--- src/design/bfsk_pkg.sv ---
// Shared types, constants and the sine table generator for the byte FSK tone modulator.
// Used by the top level, front end, back end and testbench; depends on nothing.
package bfsk_pkg;

    localparam int SINE_TABLE_BITS_DEFAULT = 10;
    localparam int PHASE_BITS_DEFAULT      = 32;
    localparam int QUEUE_DEPTH             = 2;
    localparam int ADDR_BITS               = 5;
    localparam int DATA_BITS               = 32;

    localparam logic [31:0] ZERO_INCREMENT_RESET   = 32'd48099738;
    localparam logic [31:0] ONE_INCREMENT_RESET    = 32'd68024101;
    localparam logic [31:0] REPEAT_INCREMENT_RESET = 32'd57200004;
    localparam logic [31:0] PAUSE_INCREMENT_RESET  = 32'd80893420;
    localparam logic [15:0] SAMPLES_PER_SYMBOL_RESET = 16'd22050;
    localparam logic [3:0]  PAUSE_SYMBOLS_RESET      = 4'd2;

    localparam logic [63:0] HALF_PI_Q62 = 64'h6487ED5110B4611A;
    localparam logic [6:0]  SINE_FULL   = 7'd127;
    localparam logic [7:0]  SINE_MID    = 8'd127;
    localparam logic [3:0]  BITS_PER_BYTE = 4'd8;

    typedef enum logic [2:0] {
        REG_ZERO_INCREMENT   = 3'd0,
        REG_ONE_INCREMENT    = 3'd1,
        REG_REPEAT_INCREMENT = 3'd2,
        REG_PAUSE_INCREMENT  = 3'd3,
        REG_SAMPLES_PER_SYMBOL = 3'd4,
        REG_PAUSE_SYMBOLS    = 3'd5
    } reg_index_t;

    typedef enum logic {
        FUNC_LOAD = 1'b0,
        FUNC_TICK = 1'b1
    } func_t;

    typedef enum logic [1:0] {
        TONE_ZERO   = 2'd0,
        TONE_ONE    = 2'd1,
        TONE_REPEAT = 2'd2,
        TONE_PAUSE  = 2'd3
    } tone_t;

    typedef struct packed {
        logic [31:0] zero_increment;
        logic [31:0] one_increment;
        logic [31:0] repeat_increment;
        logic [31:0] pause_increment;
        logic [15:0] samples_per_symbol;
        logic [3:0]  pause_symbols;
    } bfsk_cfg_t;

    typedef struct packed {
        tone_t tone;
        logic  byte_done;
    } bfsk_sym_t;

    // Divides a Taylor term by (2k)(2k+1) for the k-th term of the sine series.
    function automatic logic [63:0] series_div(logic [63:0] t, int unsigned k);
        case (k)
            1:       return t / 64'd6;
            2:       return t / 64'd20;
            3:       return t / 64'd42;
            4:       return t / 64'd72;
            5:       return t / 64'd110;
            6:       return t / 64'd156;
            7:       return t / 64'd210;
            8:       return t / 64'd272;
            9:       return t / 64'd342;
            10:      return t / 64'd420;
            11:      return t / 64'd506;
            12:      return t / 64'd600;
            13:      return t / 64'd702;
            default: return t / 64'd812;
        endcase
    endfunction

    // Returns floor(127 * sin(pi/2 * m / 2^qbits)) as an integer, computed in Q62 fixed point, for m below 2^qbits.
    function automatic logic [6:0] quarter_floor(int unsigned m, int unsigned qbits);
        logic [63:0]  x;
        logic [63:0]  x2;
        logic [63:0]  term;
        logic [63:0]  sum;
        logic [127:0] prod;
        x = (HALF_PI_Q62 >> qbits) * 64'(m)
          + (((HALF_PI_Q62 & ((64'd1 << qbits) - 64'd1)) * 64'(m)) >> qbits);
        prod = 128'(x) * 128'(x);
        x2 = prod[125:62];
        term = x;
        sum = x;
        for (int unsigned k = 1; k <= 14; k++)
        begin
            prod = 128'(term) * 128'(x2);
            term = series_div(prod[125:62], k);
            if (k[0])
            begin
                sum = sum - term;
            end
            else
            begin
                sum = sum + term;
            end
        end
        prod = 128'(sum) * 128'(127);
        return prod[68:62];
    endfunction

endpackage

--- src/design/byte_fsk_tone_modulator_unit.sv ---
// Top level of the byte FSK tone modulator: configuration registers on an APB-style
// port, front end, queue and back end. Depends on bfsk_pkg, bfsk_front, bfsk_fifo, bfsk_back.
//
// The input channel takes words with func and data_byte. A load word latches a byte
// when the block is idle and is dropped while a byte is still being sent. A tick word
// while a byte is in progress produces exactly one output word with sample, tone and
// byte_done; a tick while idle produces nothing. Bits go out least significant first,
// each for samples_per_symbol ticks, followed by pause_symbols pause symbols.
// One input word is accepted every cycle while in_stall is low. A tick's entry is
// built in the sequencer and phase accumulator, then looked up in the sine table
// into the output register. A two-entry queue sits between them, so the input side
// stalls only when that queue is full, which happens only after the receiver has
// held out_stall. A stalled output word holds its value until taken. Reset clears
// the phase accumulator and the sequencer, empties the queue, and loads every
// configuration register with its default. The sine table is constant logic and
// needs no setup. Registers are to be written only while idle; it is not enforced.
module byte_fsk_tone_modulator_unit #(
    parameter int SINE_TABLE_BITS = bfsk_pkg::SINE_TABLE_BITS_DEFAULT,
    parameter int PHASE_BITS      = bfsk_pkg::PHASE_BITS_DEFAULT
) (
    input  logic                           clk,
    input  logic                           rst_n,
    input  logic                           psel,
    input  logic                           penable,
    input  logic                           pwrite,
    input  logic [bfsk_pkg::ADDR_BITS-1:0] paddr,
    input  logic [bfsk_pkg::DATA_BITS-1:0] pwdata,
    output logic [bfsk_pkg::DATA_BITS-1:0] prdata,
    output logic                           pready,
    input  logic                           in_valid,
    output logic                           in_stall,
    input  logic                           func,
    input  logic [7:0]                     data_byte,
    output logic                           out_valid,
    input  logic                           out_stall,
    output logic [7:0]                     sample,
    output logic [1:0]                     tone,
    output logic                           byte_done
);

    localparam int ENTRY_BITS = SINE_TABLE_BITS + $bits(bfsk_pkg::bfsk_sym_t);

    bfsk_pkg::bfsk_cfg_t         cfg_reg;
    bfsk_pkg::reg_index_t        reg_index;
    logic                        wr_en;

    logic                        push;
    logic [SINE_TABLE_BITS-1:0]  push_index;
    bfsk_pkg::bfsk_sym_t         push_sym;
    logic                        pop;
    logic                        head_valid;
    logic [ENTRY_BITS-1:0]       head_data;
    logic                        fifo_full;
    logic [SINE_TABLE_BITS-1:0]  head_index;
    bfsk_pkg::bfsk_sym_t         head_sym;

    assign pready    = 1'b1;
    assign wr_en     = psel && penable && pwrite && pready;
    assign reg_index = bfsk_pkg::reg_index_t'(paddr[4:2]);

    always_ff @(posedge clk or negedge rst_n)
    begin
        if (!rst_n)
        begin
            cfg_reg.zero_increment     <= bfsk_pkg::ZERO_INCREMENT_RESET;
            cfg_reg.one_increment      <= bfsk_pkg::ONE_INCREMENT_RESET;
            cfg_reg.repeat_increment   <= bfsk_pkg::REPEAT_INCREMENT_RESET;
            cfg_reg.pause_increment    <= bfsk_pkg::PAUSE_INCREMENT_RESET;
            cfg_reg.samples_per_symbol <= bfsk_pkg::SAMPLES_PER_SYMBOL_RESET;
            cfg_reg.pause_symbols      <= bfsk_pkg::PAUSE_SYMBOLS_RESET;
        end
        else if (wr_en)
        begin
            case (reg_index)
                bfsk_pkg::REG_ZERO_INCREMENT:     cfg_reg.zero_increment     <= pwdata;
                bfsk_pkg::REG_ONE_INCREMENT:      cfg_reg.one_increment      <= pwdata;
                bfsk_pkg::REG_REPEAT_INCREMENT:   cfg_reg.repeat_increment   <= pwdata;
                bfsk_pkg::REG_PAUSE_INCREMENT:    cfg_reg.pause_increment    <= pwdata;
                bfsk_pkg::REG_SAMPLES_PER_SYMBOL: cfg_reg.samples_per_symbol <= pwdata[15:0];
                bfsk_pkg::REG_PAUSE_SYMBOLS:      cfg_reg.pause_symbols      <= pwdata[3:0];
                default: ;
            endcase
        end
    end

    always_comb
    begin
        case (reg_index)
            bfsk_pkg::REG_ZERO_INCREMENT:     prdata = cfg_reg.zero_increment;
            bfsk_pkg::REG_ONE_INCREMENT:      prdata = cfg_reg.one_increment;
            bfsk_pkg::REG_REPEAT_INCREMENT:   prdata = cfg_reg.repeat_increment;
            bfsk_pkg::REG_PAUSE_INCREMENT:    prdata = cfg_reg.pause_increment;
            bfsk_pkg::REG_SAMPLES_PER_SYMBOL: prdata = {16'd0, cfg_reg.samples_per_symbol};
            bfsk_pkg::REG_PAUSE_SYMBOLS:      prdata = {28'd0, cfg_reg.pause_symbols};
            default:                          prdata = '0;
        endcase
    end

    assign in_stall = fifo_full;

    bfsk_front #(
        .SINE_TABLE_BITS(SINE_TABLE_BITS),
        .PHASE_BITS     (PHASE_BITS)
    ) u_front (
        .clk       (clk),
        .rst_n     (rst_n),
        .cfg       (cfg_reg),
        .in_valid  (in_valid),
        .in_stall  (in_stall),
        .func      (func),
        .data_byte (data_byte),
        .push      (push),
        .push_index(push_index),
        .push_sym  (push_sym)
    );

    bfsk_fifo #(
        .WIDTH(ENTRY_BITS),
        .DEPTH(bfsk_pkg::QUEUE_DEPTH)
    ) u_fifo (
        .clk       (clk),
        .rst_n     (rst_n),
        .push      (push),
        .push_data ({push_index, push_sym}),
        .pop       (pop),
        .head_valid(head_valid),
        .head_data (head_data),
        .full      (fifo_full)
    );

    assign head_index = head_data[ENTRY_BITS-1 -: SINE_TABLE_BITS];
    assign head_sym   = bfsk_pkg::bfsk_sym_t'(head_data[$bits(bfsk_pkg::bfsk_sym_t)-1:0]);

    bfsk_back #(
        .SINE_TABLE_BITS(SINE_TABLE_BITS)
    ) u_back (
        .clk       (clk),
        .rst_n     (rst_n),
        .head_valid(head_valid),
        .head_index(head_index),
        .head_sym  (head_sym),
        .pop       (pop),
        .out_stall (out_stall),
        .out_valid (out_valid),
        .sample    (sample),
        .tone      (tone),
        .byte_done (byte_done)
    );

endmodule

--- src/design/bfsk_front.sv ---
// Front end of the byte FSK tone modulator: accepts load and tick words, runs the
// symbol sequencer and the phase accumulator, and queues one entry per sample.
// Depends on bfsk_pkg.
module bfsk_front #(
    parameter int SINE_TABLE_BITS = bfsk_pkg::SINE_TABLE_BITS_DEFAULT,
    parameter int PHASE_BITS      = bfsk_pkg::PHASE_BITS_DEFAULT
) (
    input  logic                        clk,
    input  logic                        rst_n,
    input  bfsk_pkg::bfsk_cfg_t         cfg,
    input  logic                        in_valid,
    input  logic                        in_stall,
    input  logic                        func,
    input  logic [7:0]                  data_byte,
    output logic                        push,
    output logic [SINE_TABLE_BITS-1:0]  push_index,
    output bfsk_pkg::bfsk_sym_t         push_sym
);

    logic [PHASE_BITS-1:0] phase_reg, phase_next;
    logic                  prev_bit_reg, prev_bit_next;
    logic                  blocked_reg, blocked_next;
    logic [7:0]            shift_reg, shift_next;
    logic [3:0]            bits_reg, bits_next;
    bfsk_pkg::tone_t       tone_reg, tone_next;
    logic [15:0]           sidx_reg, sidx_next;
    logic [3:0]            pidx_reg, pidx_next;
    logic                  busy_reg, busy_next;

    logic                  accept;
    logic                  is_load;
    logic [7:0]            nb_src;
    logic                  nb_bit;
    logic                  nb_repeat;
    bfsk_pkg::tone_t       nb_tone;
    logic [31:0]           incr;
    logic [15:0]           sps_eff;
    logic [15:0]           sidx_inc;
    logic [3:0]            pidx_inc;
    logic                  sym_end;
    logic                  done;

    assign accept  = in_valid && !in_stall;
    assign is_load = (func == bfsk_pkg::FUNC_LOAD);
    assign nb_src  = is_load ? data_byte : shift_reg;
    assign nb_bit  = nb_src[0];
    assign nb_repeat = (nb_bit == prev_bit_reg) && !blocked_reg;
    assign nb_tone = nb_repeat ? bfsk_pkg::TONE_REPEAT
                   : (nb_bit ? bfsk_pkg::TONE_ONE : bfsk_pkg::TONE_ZERO);
    assign sps_eff  = (cfg.samples_per_symbol == 16'd0) ? 16'd1 : cfg.samples_per_symbol;
    assign sidx_inc = sidx_reg + 16'd1;
    assign pidx_inc = pidx_reg + 4'd1;
    assign sym_end  = (sidx_inc == 16'd0) || (sidx_inc >= sps_eff);

    always_comb
    begin
        case (tone_reg)
            bfsk_pkg::TONE_ZERO:   incr = cfg.zero_increment;
            bfsk_pkg::TONE_ONE:    incr = cfg.one_increment;
            bfsk_pkg::TONE_REPEAT: incr = cfg.repeat_increment;
            default:               incr = cfg.pause_increment;
        endcase
    end

    always_comb
    begin
        phase_next    = phase_reg;
        prev_bit_next = prev_bit_reg;
        blocked_next  = blocked_reg;
        shift_next    = shift_reg;
        bits_next     = bits_reg;
        tone_next     = tone_reg;
        sidx_next     = sidx_reg;
        pidx_next     = pidx_reg;
        busy_next     = busy_reg;
        push          = 1'b0;
        done          = 1'b0;
        if (accept && is_load && !busy_reg)
        begin
            shift_next    = {1'b0, data_byte[7:1]};
            bits_next     = bfsk_pkg::BITS_PER_BYTE;
            sidx_next     = 16'd0;
            pidx_next     = 4'd0;
            busy_next     = 1'b1;
            tone_next     = nb_tone;
            blocked_next  = nb_repeat;
            prev_bit_next = nb_bit;
        end
        else if (accept && !is_load && busy_reg)
        begin
            push       = 1'b1;
            phase_next = phase_reg + PHASE_BITS'(incr);
            if (sym_end)
            begin
                sidx_next = 16'd0;
                if (bits_reg != 4'd0)
                begin
                    bits_next = bits_reg - 4'd1;
                    if (bits_reg != 4'd1)
                    begin
                        shift_next    = {1'b0, shift_reg[7:1]};
                        tone_next     = nb_tone;
                        blocked_next  = nb_repeat;
                        prev_bit_next = nb_bit;
                    end
                    else
                    begin
                        blocked_next = 1'b1;
                        tone_next    = bfsk_pkg::TONE_PAUSE;
                        pidx_next    = 4'd0;
                        if (cfg.pause_symbols == 4'd0)
                        begin
                            busy_next = 1'b0;
                            done      = 1'b1;
                        end
                    end
                end
                else if ((pidx_inc == 4'd0) || (pidx_inc >= cfg.pause_symbols))
                begin
                    pidx_next = 4'd0;
                    busy_next = 1'b0;
                    done      = 1'b1;
                end
                else
                begin
                    pidx_next = pidx_inc;
                end
            end
            else
            begin
                sidx_next = sidx_inc;
            end
        end
    end

    assign push_index         = phase_reg[PHASE_BITS-1 -: SINE_TABLE_BITS];
    assign push_sym.tone      = tone_reg;
    assign push_sym.byte_done = done;

    always_ff @(posedge clk or negedge rst_n)
    begin
        if (!rst_n)
        begin
            phase_reg    <= '0;
            prev_bit_reg <= 1'b0;
            blocked_reg  <= 1'b1;
            shift_reg    <= 8'd0;
            bits_reg     <= 4'd0;
            tone_reg     <= bfsk_pkg::TONE_ZERO;
            sidx_reg     <= 16'd0;
            pidx_reg     <= 4'd0;
            busy_reg     <= 1'b0;
        end
        else
        begin
            phase_reg    <= phase_next;
            prev_bit_reg <= prev_bit_next;
            blocked_reg  <= blocked_next;
            shift_reg    <= shift_next;
            bits_reg     <= bits_next;
            tone_reg     <= tone_next;
            sidx_reg     <= sidx_next;
            pidx_reg     <= pidx_next;
            busy_reg     <= busy_next;
        end
    end

endmodule

--- src/design/bfsk_fifo.sv ---
// Short first-in first-out queue that carries sample entries from front to back end.
// Depends on bfsk_pkg only through the parameters handed to it.
module bfsk_fifo #(
    parameter int WIDTH = 8,
    parameter int DEPTH = 2
) (
    input  logic             clk,
    input  logic             rst_n,
    input  logic             push,
    input  logic [WIDTH-1:0] push_data,
    input  logic             pop,
    output logic             head_valid,
    output logic [WIDTH-1:0] head_data,
    output logic             full
);

    localparam int PTR_BITS = (DEPTH > 1) ? $clog2(DEPTH) : 1;
    localparam int CNT_BITS = $clog2(DEPTH + 1);

    logic [WIDTH-1:0]    mem_reg [DEPTH];
    logic [PTR_BITS-1:0] wr_ptr_reg, wr_ptr_next;
    logic [PTR_BITS-1:0] rd_ptr_reg, rd_ptr_next;
    logic [CNT_BITS-1:0] count_reg, count_next;

    assign head_valid = (count_reg != '0);
    assign full       = (count_reg == CNT_BITS'(DEPTH));
    assign head_data  = mem_reg[rd_ptr_reg];

    always_comb
    begin
        wr_ptr_next = wr_ptr_reg;
        rd_ptr_next = rd_ptr_reg;
        count_next  = count_reg;
        if (push)
        begin
            wr_ptr_next = (wr_ptr_reg == PTR_BITS'(DEPTH - 1)) ? '0
                        : wr_ptr_reg + PTR_BITS'(1);
        end
        if (pop)
        begin
            rd_ptr_next = (rd_ptr_reg == PTR_BITS'(DEPTH - 1)) ? '0
                        : rd_ptr_reg + PTR_BITS'(1);
        end
        if (push && !pop)
        begin
            count_next = count_reg + CNT_BITS'(1);
        end
        else if (pop && !push)
        begin
            count_next = count_reg - CNT_BITS'(1);
        end
    end

    always_ff @(posedge clk or negedge rst_n)
    begin
        if (!rst_n)
        begin
            wr_ptr_reg <= '0;
            rd_ptr_reg <= '0;
            count_reg  <= '0;
        end
        else
        begin
            wr_ptr_reg <= wr_ptr_next;
            rd_ptr_reg <= rd_ptr_next;
            count_reg  <= count_next;
        end
    end

    always_ff @(posedge clk)
    begin
        if (push)
        begin
            mem_reg[wr_ptr_reg] <= push_data;
        end
    end

endmodule

--- src/design/bfsk_back.sv ---
// Back end of the byte FSK tone modulator: takes queued entries, looks up the sine
// table by quarter-wave symmetry and holds the result word in the output register.
// Depends on bfsk_pkg.
module bfsk_back #(
    parameter int SINE_TABLE_BITS = bfsk_pkg::SINE_TABLE_BITS_DEFAULT
) (
    input  logic                        clk,
    input  logic                        rst_n,
    input  logic                        head_valid,
    input  logic [SINE_TABLE_BITS-1:0]  head_index,
    input  bfsk_pkg::bfsk_sym_t         head_sym,
    output logic                        pop,
    input  logic                        out_stall,
    output logic                        out_valid,
    output logic [7:0]                  sample,
    output logic [1:0]                  tone,
    output logic                        byte_done
);

    localparam int QB      = SINE_TABLE_BITS - 2;
    localparam int QUARTER = 1 << QB;

    logic [6:0]    qtab [QUARTER];
    logic [QB-1:0] j;
    logic [QB:0]   m;
    logic          exact;
    logic [6:0]    f;
    logic [7:0]    sample_value;

    logic          valid_reg, valid_next;
    logic [7:0]    sample_reg;
    logic [1:0]    tone_reg;
    logic          done_reg;

    for (genvar g = 0; g < QUARTER; g++)
    begin : g_qtab
        assign qtab[g] = bfsk_pkg::quarter_floor(g, QB);
    end

    assign j     = head_index[QB-1:0];
    assign m     = head_index[QB] ? ((QB+1)'(QUARTER) - {1'b0, j}) : {1'b0, j};
    assign exact = (m == '0) || m[QB];
    assign f     = m[QB] ? bfsk_pkg::SINE_FULL : qtab[m[QB-1:0]];

    always_comb
    begin
        if (!head_index[SINE_TABLE_BITS-1])
        begin
            sample_value = bfsk_pkg::SINE_MID + {1'b0, f};
        end
        else
        begin
            sample_value = bfsk_pkg::SINE_MID - {1'b0, f} - (exact ? 8'd0 : 8'd1);
        end
    end

    assign pop        = head_valid && (!valid_reg || !out_stall);
    assign valid_next = pop || (valid_reg && out_stall);

    always_ff @(posedge clk or negedge rst_n)
    begin
        if (!rst_n)
        begin
            valid_reg <= 1'b0;
        end
        else
        begin
            valid_reg <= valid_next;
        end
    end

    always_ff @(posedge clk)
    begin
        if (pop)
        begin
            sample_reg <= sample_value;
            tone_reg   <= head_sym.tone;
            done_reg   <= head_sym.byte_done;
        end
    end

    assign out_valid = valid_reg;
    assign sample    = sample_reg;
    assign tone      = tone_reg;
    assign byte_done = done_reg;

endmodule

--- config.mk ---
export PLATFORM = sky130hd
export DESIGN_NAME = byte_fsk_tone_modulator_unit
export DESIGN_NICKNAME = d
export VERILOG_FILES = /design/src/design/bfsk_pkg.sv /design/src/design/byte_fsk_tone_modulator_unit.sv /design/src/design/bfsk_front.sv /design/src/design/bfsk_fifo.sv /design/src/design/bfsk_back.sv
export SDC_FILE = /design/constraint.sdc
export NUM_CORES = 1
export LEC_CHECK = 0
export BUFFER_PORTS_ARGS = -buffer_cell sky130_fd_sc_hd__buf_2
export CAP_MARGIN = 20
export CORE_MARGIN = 2
export CORE_UTILIZATION = 35
export DETAILED_ROUTE_END_ITERATION = 6
export PLACE_DENSITY_LB_ADDON = 0.2
export SYNTH_ARGS = -nofsm -noshare
export SYNTH_HDL_FRONTEND = slang
export SYNTH_HIERARCHICAL = 1
export SYNTH_SLANG_ARGS = --single-unit
--- constraint.sdc ---
create_clock -name clk -period 13.63 [get_ports clk]
set_input_delay 0.6815 -clock clk [delete_from_list [all_inputs] [get_ports clk]]
set_output_delay 0.6815 -clock clk [all_outputs]
set_load 0.005 [all_outputs]
## Word level (Yosys, flattened, before mapping)

Memories as Yosys holds them, arrays and structs flattened.
Index checks and enable logic that the tools add are counted.

| storage, ports and cells | value |
|---|---|
| register bits | 233 |
| memory bits (read-only) | 1792 |
| bits of input ports | 53 |
| memory bits (writable) | 26 |
| word-level logic and storage cells | 171 |
| output and inout port bits | 46 |
| memories kept | 2 |

| cells by class | value |
|---|---|
| order comparisons | 3 |
| multiplexer cells | 67 |
| reduce and logical (&&, ||, !) cells | 50 |
| bitwise operators | 3 |
| add/sub/neg operators | 12 |
| equal/unequal tests | 12 |

Memories:

| memory | words | bits a word | read ports | clocked after memory_dff | write ports | RTL line | text |
|---|---|---|---|---|---|---|---|
| (name not given) | 256 | 7 | 1 | 0 | 0 | bfsk_back.sv:43 | `assign f = m[QB] ? bfsk_pkg::SINE_FULL : qtab[m[QB-1:0]];` |
| u_fifo.mem_reg | 2 | 13 | 1 | 0 | 1 | bfsk_fifo.sv:20 | `logic [WIDTH-1:0] mem_reg [DEPTH];` |

Operators with widths:

| kind | count |
|---|---|
| case mux 32 bit (6 select lines) | 1 |
| case mux 32 bit (3 select lines) | 1 |
| two-way mux 16 bit | 4 |
| two-way mux 8 bit | 6 |
| two-way mux 4 bit | 10 |
| two-way mux 1 bit | 33 |
| adder 32 bit | 1 |
| zero test 16 bit | 2 |
| two-way mux 7 bit | 3 |
| adder 16 x 1 -> 16 bit, second input constant | 1 |
| greater-or-equal comparator 16 bit | 1 |
| two-way mux 2 bit | 8 |
| AND reduction 2 bit | 7 |
| logical AND 1 bit | 12 |
| nonzero test 2 bit | 6 |
| greater-or-equal comparator 9 bit, second input constant | 1 |
| zero test 9 bit | 1 |
| two-way mux 9 bit | 1 |
| inverter 8 -> 9 bit | 1 |
| subtractor 9 x 8 -> 9 bit, first input constant | 1 |
| adder 7 x 7 -> 8 bit, first input constant | 1 |
| zero test 4 bit | 2 |
| subtractor 7 x 7 -> 8 bit, first input constant | 1 |
| subtractor 8 bit | 1 |
| 24 further kinds | 41 |

## Longest topological paths before layout

Gate-level depths: netlist (run 1).

| depth | value |
|---|---|
| depth in word-level cells | 11 |
| gate-level depth with buffers | 29 |
| gate-level depth less buffers | 25 |

## Hierarchy

The synthesis (run 1) kept the hierarchy.

Modules (own cells, without submodules):

| module | area each (um^2) | cells each | instances |
|---|---|---|---|
| byte_fsk_tone_modulator_unit | 7005.5 | 465 | 1 |
| bfsk_front | 6261.0 | 706 | 1 |
| bfsk_back | 2972.9 | 391 | 1 |
| bfsk_fifo | 1127.3 | 56 | 1 |

## Worst setup path before layout (run 1)

OpenSTA, ideal clock, no wires.

| path | value |
|---|---|
| kind | register -> register |
| start point | register u_fifo.rd_ptr_reg |
| end point | register u_back.sample_reg[7] (netlist: u_back/sample[7]) (data pin) |
| period minus slack after synthesis | 5.173 ns |
| data arrival time | 4.900 ns |
| cell stages (with the launch flop) | 28 |
| path buffers | 3 |
| setup slack | 8.457 ns |
| cell sequence | dfrtp_1 buf_6 mux2_2 clkinv_1 ha_1 nand2b_2 xor2_4 inv_2 clkbuf_1 buf_2 ha_1 and3_1 o41ai_1 a31oi_1 a31o_2 ha_1 inv_1 ha_1 inv_1 fa_1 nor2_1 nor2_1 nor2_1 o21ai_0 nand2b_1 a21oi_1 xor2_1 a32oi_1 |

| between the ends | value |
|---|---|
| cells in the longest elaborated chain, start to end | 11 |
| elaborated cells between the ends (all ways) | 15 |

RTL lines:

| element | RTL line | text |
|---|---|---|
| start, declared | bfsk_fifo.sv:22 | `logic [PTR_BITS-1:0] rd_ptr_reg, rd_ptr_next;` |
| start signal, assigned | bfsk_fifo.sv:65 | `rd_ptr_reg <= rd_ptr_next;` |
| memory (2 x 13 bit) (*) | n/a |  |
| net head_data[3] | byte_fsk_tone_modulator_unit.sv:52 | `logic [ENTRY_BITS-1:0] head_data;` |
| subtractor 9 x 8 -> 9 bit | bfsk_back.sv:41 | `assign m = head_index[QB] ? ((QB+1)'(QUARTER) - {1'b0, j}) : {1'b0, j};` |
| two-way mux 9 bit (*) | bfsk_back.sv:41 |  |
| inverter 8 -> 9 bit (implied by the code) | bfsk_back.sv:43 |  |
| memory (256 x 7 bit) | n/a |  |
| two-way mux 7 bit (implied by the code) (2 in series) | bfsk_back.sv:43 |  |
| two-way mux 7 bit | bfsk_back.sv:43 |  |
| subtractor 7 x 7 -> 8 bit | bfsk_back.sv:53 | `sample_value = bfsk_pkg::SINE_MID - {1'b0, f} - (exact ? 8'd0 : 8'd1);` |
| subtractor 8 bit | bfsk_back.sv:53 |  |
| two-way mux 8 bit (*) | bfsk_back.sv:47 | `if (!head_index[SINE_TABLE_BITS-1])` |
| net u_back.sample_value[7] | bfsk_back.sv:28 | `logic [7:0] sample_value;` |
| end signal, assigned | bfsk_back.sv:76 | `sample_reg <= sample_value;` |
| end, declared | bfsk_back.sv:31 | `logic [7:0] sample_reg;` |

Mark *: on every way through the listed nets, which the timed path passes. The rest lies on a longest branch. The select of a mux whose other input is x is not followed.
A chain may end at the register's enable or synchronous reset.

## Final worst setup path (run 1)

Ends and elaborated chain as after synthesis.

==> metrics.csv, run 1 <==
stage,metric,value,unit
outcome,outcome,finished clean,
floorplanning,die_y,226.8,um
cells_and_area,final_common_cell,dfrtp_1,
clock_network,cts-root-buf,clkbuf_16,
global_routing,grt_pass1_wl,73.13,mm
cells_and_area,layout_common_cells,"dfrtp_1, mux2_2, nand2_1, buf_2",
floorplanning,ios,99,
cells_and_area,area_growth_syn_to_layout,10.60,%
worst_setup_path,r2r_cells,24,
clock_network,cts_max_level,1,
place,place_ws,6.115,ns
power_and_ir_drop,power,4.643,mW
place,globalplace.congestion,0.8668,
clock_network,cts_tree,built,
clock_network,cts_setup_buffers,0,
sta,hold_viol,0,
worst_setup_path,ff2ff_setup_slack,6.07,ns
sta,slew_headroom,31.23,%
floorplanning,core,48950,sq um
place,dp_hpwl,29.79,mm
worst_setup_path,path_common_cell,nor2_1,
worst_setup_path,cp_slowest_cell,ha_1,
worst_hold_path,hold_path_class,input pin to async pin,
route,num_vias,12773,
worst_setup_path,cp_num_buf_inv,3,
cells_and_area,layout-drive-gt1-share,29.65,%
synthesis,ys_ff_latch,258,
route,routedWlPerCell,19.27,um
floorplanning,row_count,81,
floorplanning,die_width,226.8,um
sta,rsz0062_at_grt,false,
clock_network,cts_buffer_depth,3,
route,first_iter_violations,829,
worst_setup_path,r2r-start,u_fifo/rd_ptr_reg,
clock_network,numCtsBuffers,31,
sta,post-route-period-util,55.44,%
synthesis,synth_edf_count,37,
route,via_per_inst,5.463,
worst_setup_path,cpPeakStageDelay,0.72,ns
synthesis,post_synth_inst_count,1618,
cells_and_area,n_fill_cell,4744,
worst_setup_path,r2r-end,u_back/sample[7],
flow_run,cap_viol_max_count,0,
power_and_ir_drop,power.density,241.8,nW/um^2
synthesis,async_flop_share,85.66,%
global_routing,grt-ovfl-total,0,
worst_setup_path,cp.arrival,7.98,ns
clock_network,postCtsHoldBufs,0,
synthesis,synth.net_count,1749,
power_and_ir_drop,ir_drop,0.1611,mV
sta,timing.final.ws_setup,6.074,ns
sta,slew_viol_final,0,
route,ant_nets,0,
worst_setup_path,path_class,flop to flop,
synthesis,synth_ff_type,dfrtp_1,
worst_setup_path,cp.required,14.05,ns
power_and_ir_drop,cellLeakagePower,8.246,nW
worst_setup_path,path_cells,mux2_2 > clkinv_1 > ha_1 > nand2b_2 > xor2_4 > inv_2 > o21ai_1 > a2bb2oi_1 > a211oi_1 > a211oi_1 > a31oi_1 > a221o_1 > nand2_1 > ha_1 > inv_1 > fa_1 > nor2_1 > nor2_1 > nor2_1 > o21ai_0 > nand2b_1 > a21oi_1 > xor2_1 > a32oi_1,
global_routing,antenna_found_initial,3,
route,drcViolationCount,0,
route,routed_wl,45.06,mm
cells_and_area,nNetsFinal,1779,
worst_setup_path,path_max_fanout,26,
place,port_buffers,95,
floorplanning,die_area,51420,sq um
floorplanning,start_util,35.48,%
synthesis,avgSynthCellArea,10.73,sq um
cells_and_area,largest_reg_flops,148,
global_routing,grt_max_degree,86,
synthesis,ys_types,107,
synthesis,synth_area,17370,sq um
sta,fin_crit,7.556,ns
sta,tns,0,ns
route,dr.pass1.iters,5,
sta,clock_skew,0.03746,ns
worst_setup_path,end_kind,flop,
clock_network,clkLatencyLatePin,0.59,ns
worst_setup_path,crit_family,compound AO/OA/AOI/OAI gates,
global_routing,grt_pass1_vias,12920,
clock_network,clkSinkCount,258,
sta,setup_viol,0,
worst_setup_path,start_kind,flop,
clock_network,cts_resized,0,
global_routing,gr-usage-all-layers,17.88,%
synthesis,synth_warnings,6,
synthesis,synth_seq_area_share,38.70,%
clock_network,clk_pin_slew,0.07,ns
sta,worstMarginPinSlew,1.003,ns
sta,max_freq,0.1323,GHz
-- cells in the mapped netlist (16+ instances only) --
master | count | area share [%]
a21o_1 | 28 | 1.2
a21oi_1 | 74 | 2.1
buf_2 | 34 | 0.98
buf_4 | 25 | 1.1
clkbuf_1 | 38 | 0.82
dfrtp_1 | 157 | 23
dfstp_2 | 64 | 9.7
edfxtp_1 | 37 | 6.4
ha_1 | 76 | 5.5
inv_1 | 62 | 1.3
mux2_2 | 138 | 8.9
mux2_4 | 30 | 2.6
mux2i_1 | 34 | 2.0
mux4_2 | 48 | 6.2
nand2_1 | 130 | 2.8
nand2b_1 | 17 | 0.61
nand3_1 | 36 | 1.0
nand4_1 | 20 | 0.72
nor2_1 | 74 | 1.6
nor2b_1 | 29 | 1.0
nor3_1 | 21 | 0.61
o21ai_0 | 76 | 2.2
o22ai_1 | 16 | 0.58
xnor2_1 | 29 | 1.5
xor2_1 | 32 | 1.6
-- kinds of logic after synthesis --
logic type | after synthesis | share of synthesized area [%]
AO/OA/AOI/OAI | 366 | 14.64
XOR/XNOR | 64 | 3.422
adder cells (fa/ha/maj) | 78 | 5.706
buffers and inverters | 185 | 5.346
flip-flops | 258 | 38.70
multiplexers | 251 | 19.79
other | 1 | 0.02159
AND/OR/NAND/NOR | 415 | 12.37
-- metrics by stage --
| step | std cells | area (sq um) | hold slack [ns] | util [%] |
|---|---|---|---|---|
| 2_1_floorplan | 1618 | 17370 | 0.3859 | - |
| 3_3_place_gp | 2277 | 18180 | 0.4651 | 37.14 |
| 3_5_place_dp | 2278 | 18190 | 0.4704 | 37.16 |
| 4_1_cts | 2336 | 19190 | 0.1203 | 39.21 |
| 5_1_grt | 2337 | 19200 | 0.1537 | 39.23 |
| 6_report | 2338 | 19210 | 0.1073 | 39.24 |
-- worst register-to-register path: cells and delay by family, from the launching register on --
family | cells | cell delay, ns
simple gates | 6 | 0.93
xor+xnor | 2 | 0.82
compound gates | 9 | 2.05
fa+ha+maj | 3 | 1.29
flops | 1 | 0.71
mux | 1 | 0.61
buf+inv | 3 | 0.99
-- final cells by class --
class / count / area, sq um / area share (%)
antenna: 1 / 2.502 / 0.01303
clock buffer: 37 / 838.3 / 4.365
clock inverter: 21 / 165.2 / 0.8599
sequential: 258 / 6724 / 35.01
timing repair buffer: 115 / 639.4 / 3.329
inverter: 67 / 251.5 / 1.309
tap: 664 / 830.8 / 4.325
multi-input combinational: 1175 / 9756 / 50.79
-- power breakdown --
part	switching (mW)	leakage (nW)	total (mW)	internal, mW
logic	1.53	4.73	2.62	1.10
clock network	0.348	0.496	0.823	0.474
registers	0.151	3.02	1.20	1.05
total	2.03	8.25	4.64	2.62
-- worst max path at each step --
stage,from,to,slack [ns],cells past startpoint
detailed placement,u_fifo/rd_ptr_reg,u_back/sample[7],6.12,24
global placement,u_fifo/rd_ptr_reg,u_back/sample[7],6.20,24
CTS,u_fifo/rd_ptr_reg,u_back/sample[7],6.07,24
finish,u_fifo/rd_ptr_reg,u_back/sample[7],6.07,24
global route,u_fifo/rd_ptr_reg,u_back/sample[7],5.53,24
floorplan,u_fifo/rd_ptr_reg,u_back/sample[7],8.46,27
-- layer usage --
| layer | vias up | global-route usage, % | wire [um] |
|---|---|---|---|
| met3 | 72 | 2.877 | 2054 |
| met5 | - | 0 | 36 |
| li1 | 6054 | - | - |
| met4 | 6 | 5.030 | 1011 |
| met1 | 6381 | 24.25 | 20410 |
| met2 | 260 | 29.45 | 21550 |
(Power assumes the default switching activity.)
==> run 2, diff against run 1 <==
==> constraint.sdc (replaced) <==
create_clock -name clk -period 7.9 [get_ports clk]
set_input_delay 0.395 -clock clk [delete_from_list [all_inputs] [get_ports clk]]
set_output_delay 0.395 -clock clk [all_outputs]
set_load 0.005 [all_outputs]
==> run 2 against run 1 <==
Compared with the run above: clock-buffer cell count rose by 16; setup slack got worse by 4.6 ns; core utilization rose by 0.20 points; sequential share of layout area fell by 0.18 points; largest power group unchanged; highest routed layer unchanged; global-route usage fell by 0.076 points.
==> metrics.csv, run 2 (same netlist as run 1, synthesis figures left out) <==
stage,metric,value,unit,change
cells_and_area,multiInputGateArea,9756,sq um,unchanged
route,routedWlPerCell,19.33,um,+0.32%
worst_setup_path,path_max_fanout,25,,-3.8%
sta,fin_crit,6.412,ns,-1.144 ns
sta,worstMarginPinSlew,1.057,ns,+0.05400 ns
cells_and_area,antennaDiodeCount,0,,-1
sta,slew_viol_final,0,,unchanged
worst_hold_path,hold_path_class,input pin to flop,,
global_routing,grt_max_degree,136,,+58%
cells_and_area,layout-drive-gt1-share,29.54,%,-0.11 points
floorplanning,ios,99,,unchanged
worst_setup_path,start_kind,flop,,
cells_and_area,final_cells,2343,,+0.21%
cells_and_area,regArea,6724,sq um,unchanged
global_routing,grt_pass1_wl,72.10,mm,-1.4%
global_routing,grt-ovfl-total,0,,unchanged
route,dr.pass1.iters,5,,unchanged
clock_network,cts-root-buf,clkbuf_16,,
clock_network,clkLatencyLatePin,0.54,ns,-0.05 ns
place,postPlaceCellArea,18230,sq um,+0.21%
floorplanning,start_util,35.48,%,unchanged
clock_network,cts_max_level,2,,+1
place,globalplace.congestion,0.8402,,-3.1%
sta,rsz0062_at_grt,false,,
floorplanning,row_count,81,,unchanged
flow_run,cap_viol_max_count,0,,unchanged
worst_setup_path,cp.required,8.16,ns,-5.89 ns
place,dp.cells,2281,,+0.13%
route,via_per_inst,5.462,,about the same
place,port_buffers,95,,unchanged
clock_network,cts_setup_buffers,0,,unchanged
sta,post-route-period-util,81.17,%,+26 points
global_routing,grt_pass1_vias,12643,,-2.1%
cells_and_area,largest_reg_flops,148,,unchanged
power_and_ir_drop,power.density,421.0,nW/um^2,+74%
clock_network,clkSinkCount,258,,unchanged
sta,hold_viol,0,,unchanged
global_routing,gr-usage-all-layers,17.80,%,-0.076 points
cells_and_area,area_growth_syn_to_layout,11.17,%,
route,drcViolationCount,0,,unchanged
cells_and_area,layout_common_cells,"dfrtp_1, mux2_2, nand2_1, buf_2",,
cells_and_area,n_fill_cell,4753,,+0.19%
worst_setup_path,cpPeakStageDelay,0.61,ns,-0.11 ns
outcome,outcome,finished clean,,
route,routed_wl,45.30,mm,+0.53%
route,ant_nets,0,,unchanged
worst_setup_path,end_kind,flop,,
power_and_ir_drop,ir_drop,0.1862,mV,+16%
clock_network,cts_buffer_depth,3,,unchanged
sta,tns,0,ns,unchanged
cells_and_area,nNetsFinal,1785,,+0.34%
clock_network,numCtsBuffers,34,,+9.7%
route,first_iter_violations,838,,+1.1%
sta,setup_viol,0,,unchanged
place,dp_hpwl,30.13,mm,+1.1%
clock_network,clk_pin_slew,0.06,ns,about the same
worst_setup_path,cp_slowest_cell,ha_1,,
global_routing,antenna_found_initial,4,,+1
floorplanning,core,48950,sq um,unchanged
worst_setup_path,cp.arrival,6.67,ns,-1.31 ns
worst_setup_path,path_class,flop to flop,,
floorplanning,die_width,226.8,um,unchanged
sta,slew_headroom,29.54,%,-1.7 points
floorplanning,die_y,226.8,um,unchanged
power_and_ir_drop,cellLeakagePower,8.294,nW,+0.58%
route,num_vias,12797,,+0.19%
sta,max_freq,0.1559,GHz,+18%
cells_and_area,final_common_cell,dfrtp_1,,
sta,clock_skew,0.03132,ns,-0.006143 ns
cells_and_area,final_area,19310,sq um,+0.52%
floorplanning,die_area,51420,sq um,unchanged
clock_network,cts_tree,built,,
## run 2: cell types whose count changed in the layout (fill, tap and decap cells not counted), sizes merged
| cell | delta |
|---|---|
| dlygate4sd3 | +1 |
| clkinvlp | -2 |
| inv | +2 |
| buf | +2 |
| diode | -1 |
| bufinv | -1 |
| clkinv | -12 |
| clkbuf | +16 |
## run 2: cell type report
class,instances,area share (%)
multi-input cells,1175,50.53
clock buffers,53,5.145
repair buffers,118,3.506
flip-flops and latches,258,34.83
well taps,664,4.303
clock inverters,8,0.3888
inverters,67,1.303
## run 2: worst paths after layout
| path | from | depth (start not counted) | slack [ns] | endpoint |
|---|---|---|---|---|
| setup reg to reg | u_fifo/rd_ptr_reg | 25 | 1.49 | u_back/sample[7] |
| setup / recovery | u_fifo/rd_ptr_reg | 25 | 1.49 | u_back/sample[7] |
| min in group asynchronous | rst_n | 2 | 0.45 | cfg_reg[72] |
| hold reg to reg | u_front/phase_reg[11] | 2 | 0.48 | u_front/phase_reg[11] |
| hold / removal | data_byte[1] | 3 | 0.07 | u_front/shift_reg[0] |
| max in group asynchronous | rst_n | 3 | 6.13 | u_front/tone_reg[1] |
## run 2: what timing repair did
action	in CTS	in global routing
hold buffers	1	0
gates resized for setup	0	0
hold endpoints to repair	63	0
## run 2: power by group
part	leakage [nW]	internal (mW)	switching [mW]
logic	4.75	1.91	2.61
clock network	0.526	0.900	0.604
registers	3.02	1.81	0.301
## run 2: stage by stage
step / worst slack, ns / total power, mW / hold slack [ns] / util, %
2_1_floorplan: 2.727 / 5.624 / 0.09941 / -
3_5_place_dp: 1.616 / 6.621 / 0.4670 / 37.24
3_3_place_gp: 1.629 / 6.578 / 0.4627 / 37.22
6_report: 1.488 / 8.128 / 0.06514 / 39.44
4_1_cts: 1.578 / 8.195 / 0.04345 / 39.44
5_1_grt: 0.9995 / 8.821 / 0.06136 / 39.44
## run 2: routing by layer
metal,GRT usage (%),vias to the layer above,part of all wire [%]
li1,-,6042,-
met1,23.81,6400,46
met2,29.67,280,48
met3,3.291,67,4.7
met4,4.393,8,1.9
met5,0,-,0.10
## run 2: critical path, delay by kind of cell (launching register included)
| kind | cells | cell delay, ns |
|---|---|---|
| xor gates and xnor gates | 2 | 0.37 |
| adders and majority gates | 4 | 1.12 |
| AOI/OAI and AO/OA | 7 | 1.51 |
| and+or+nand+nor | 6 | 1.03 |
| DFF | 1 | 0.36 |
| muxes | 1 | 0.56 |
| buffers and inverters | 5 | 1.16 |
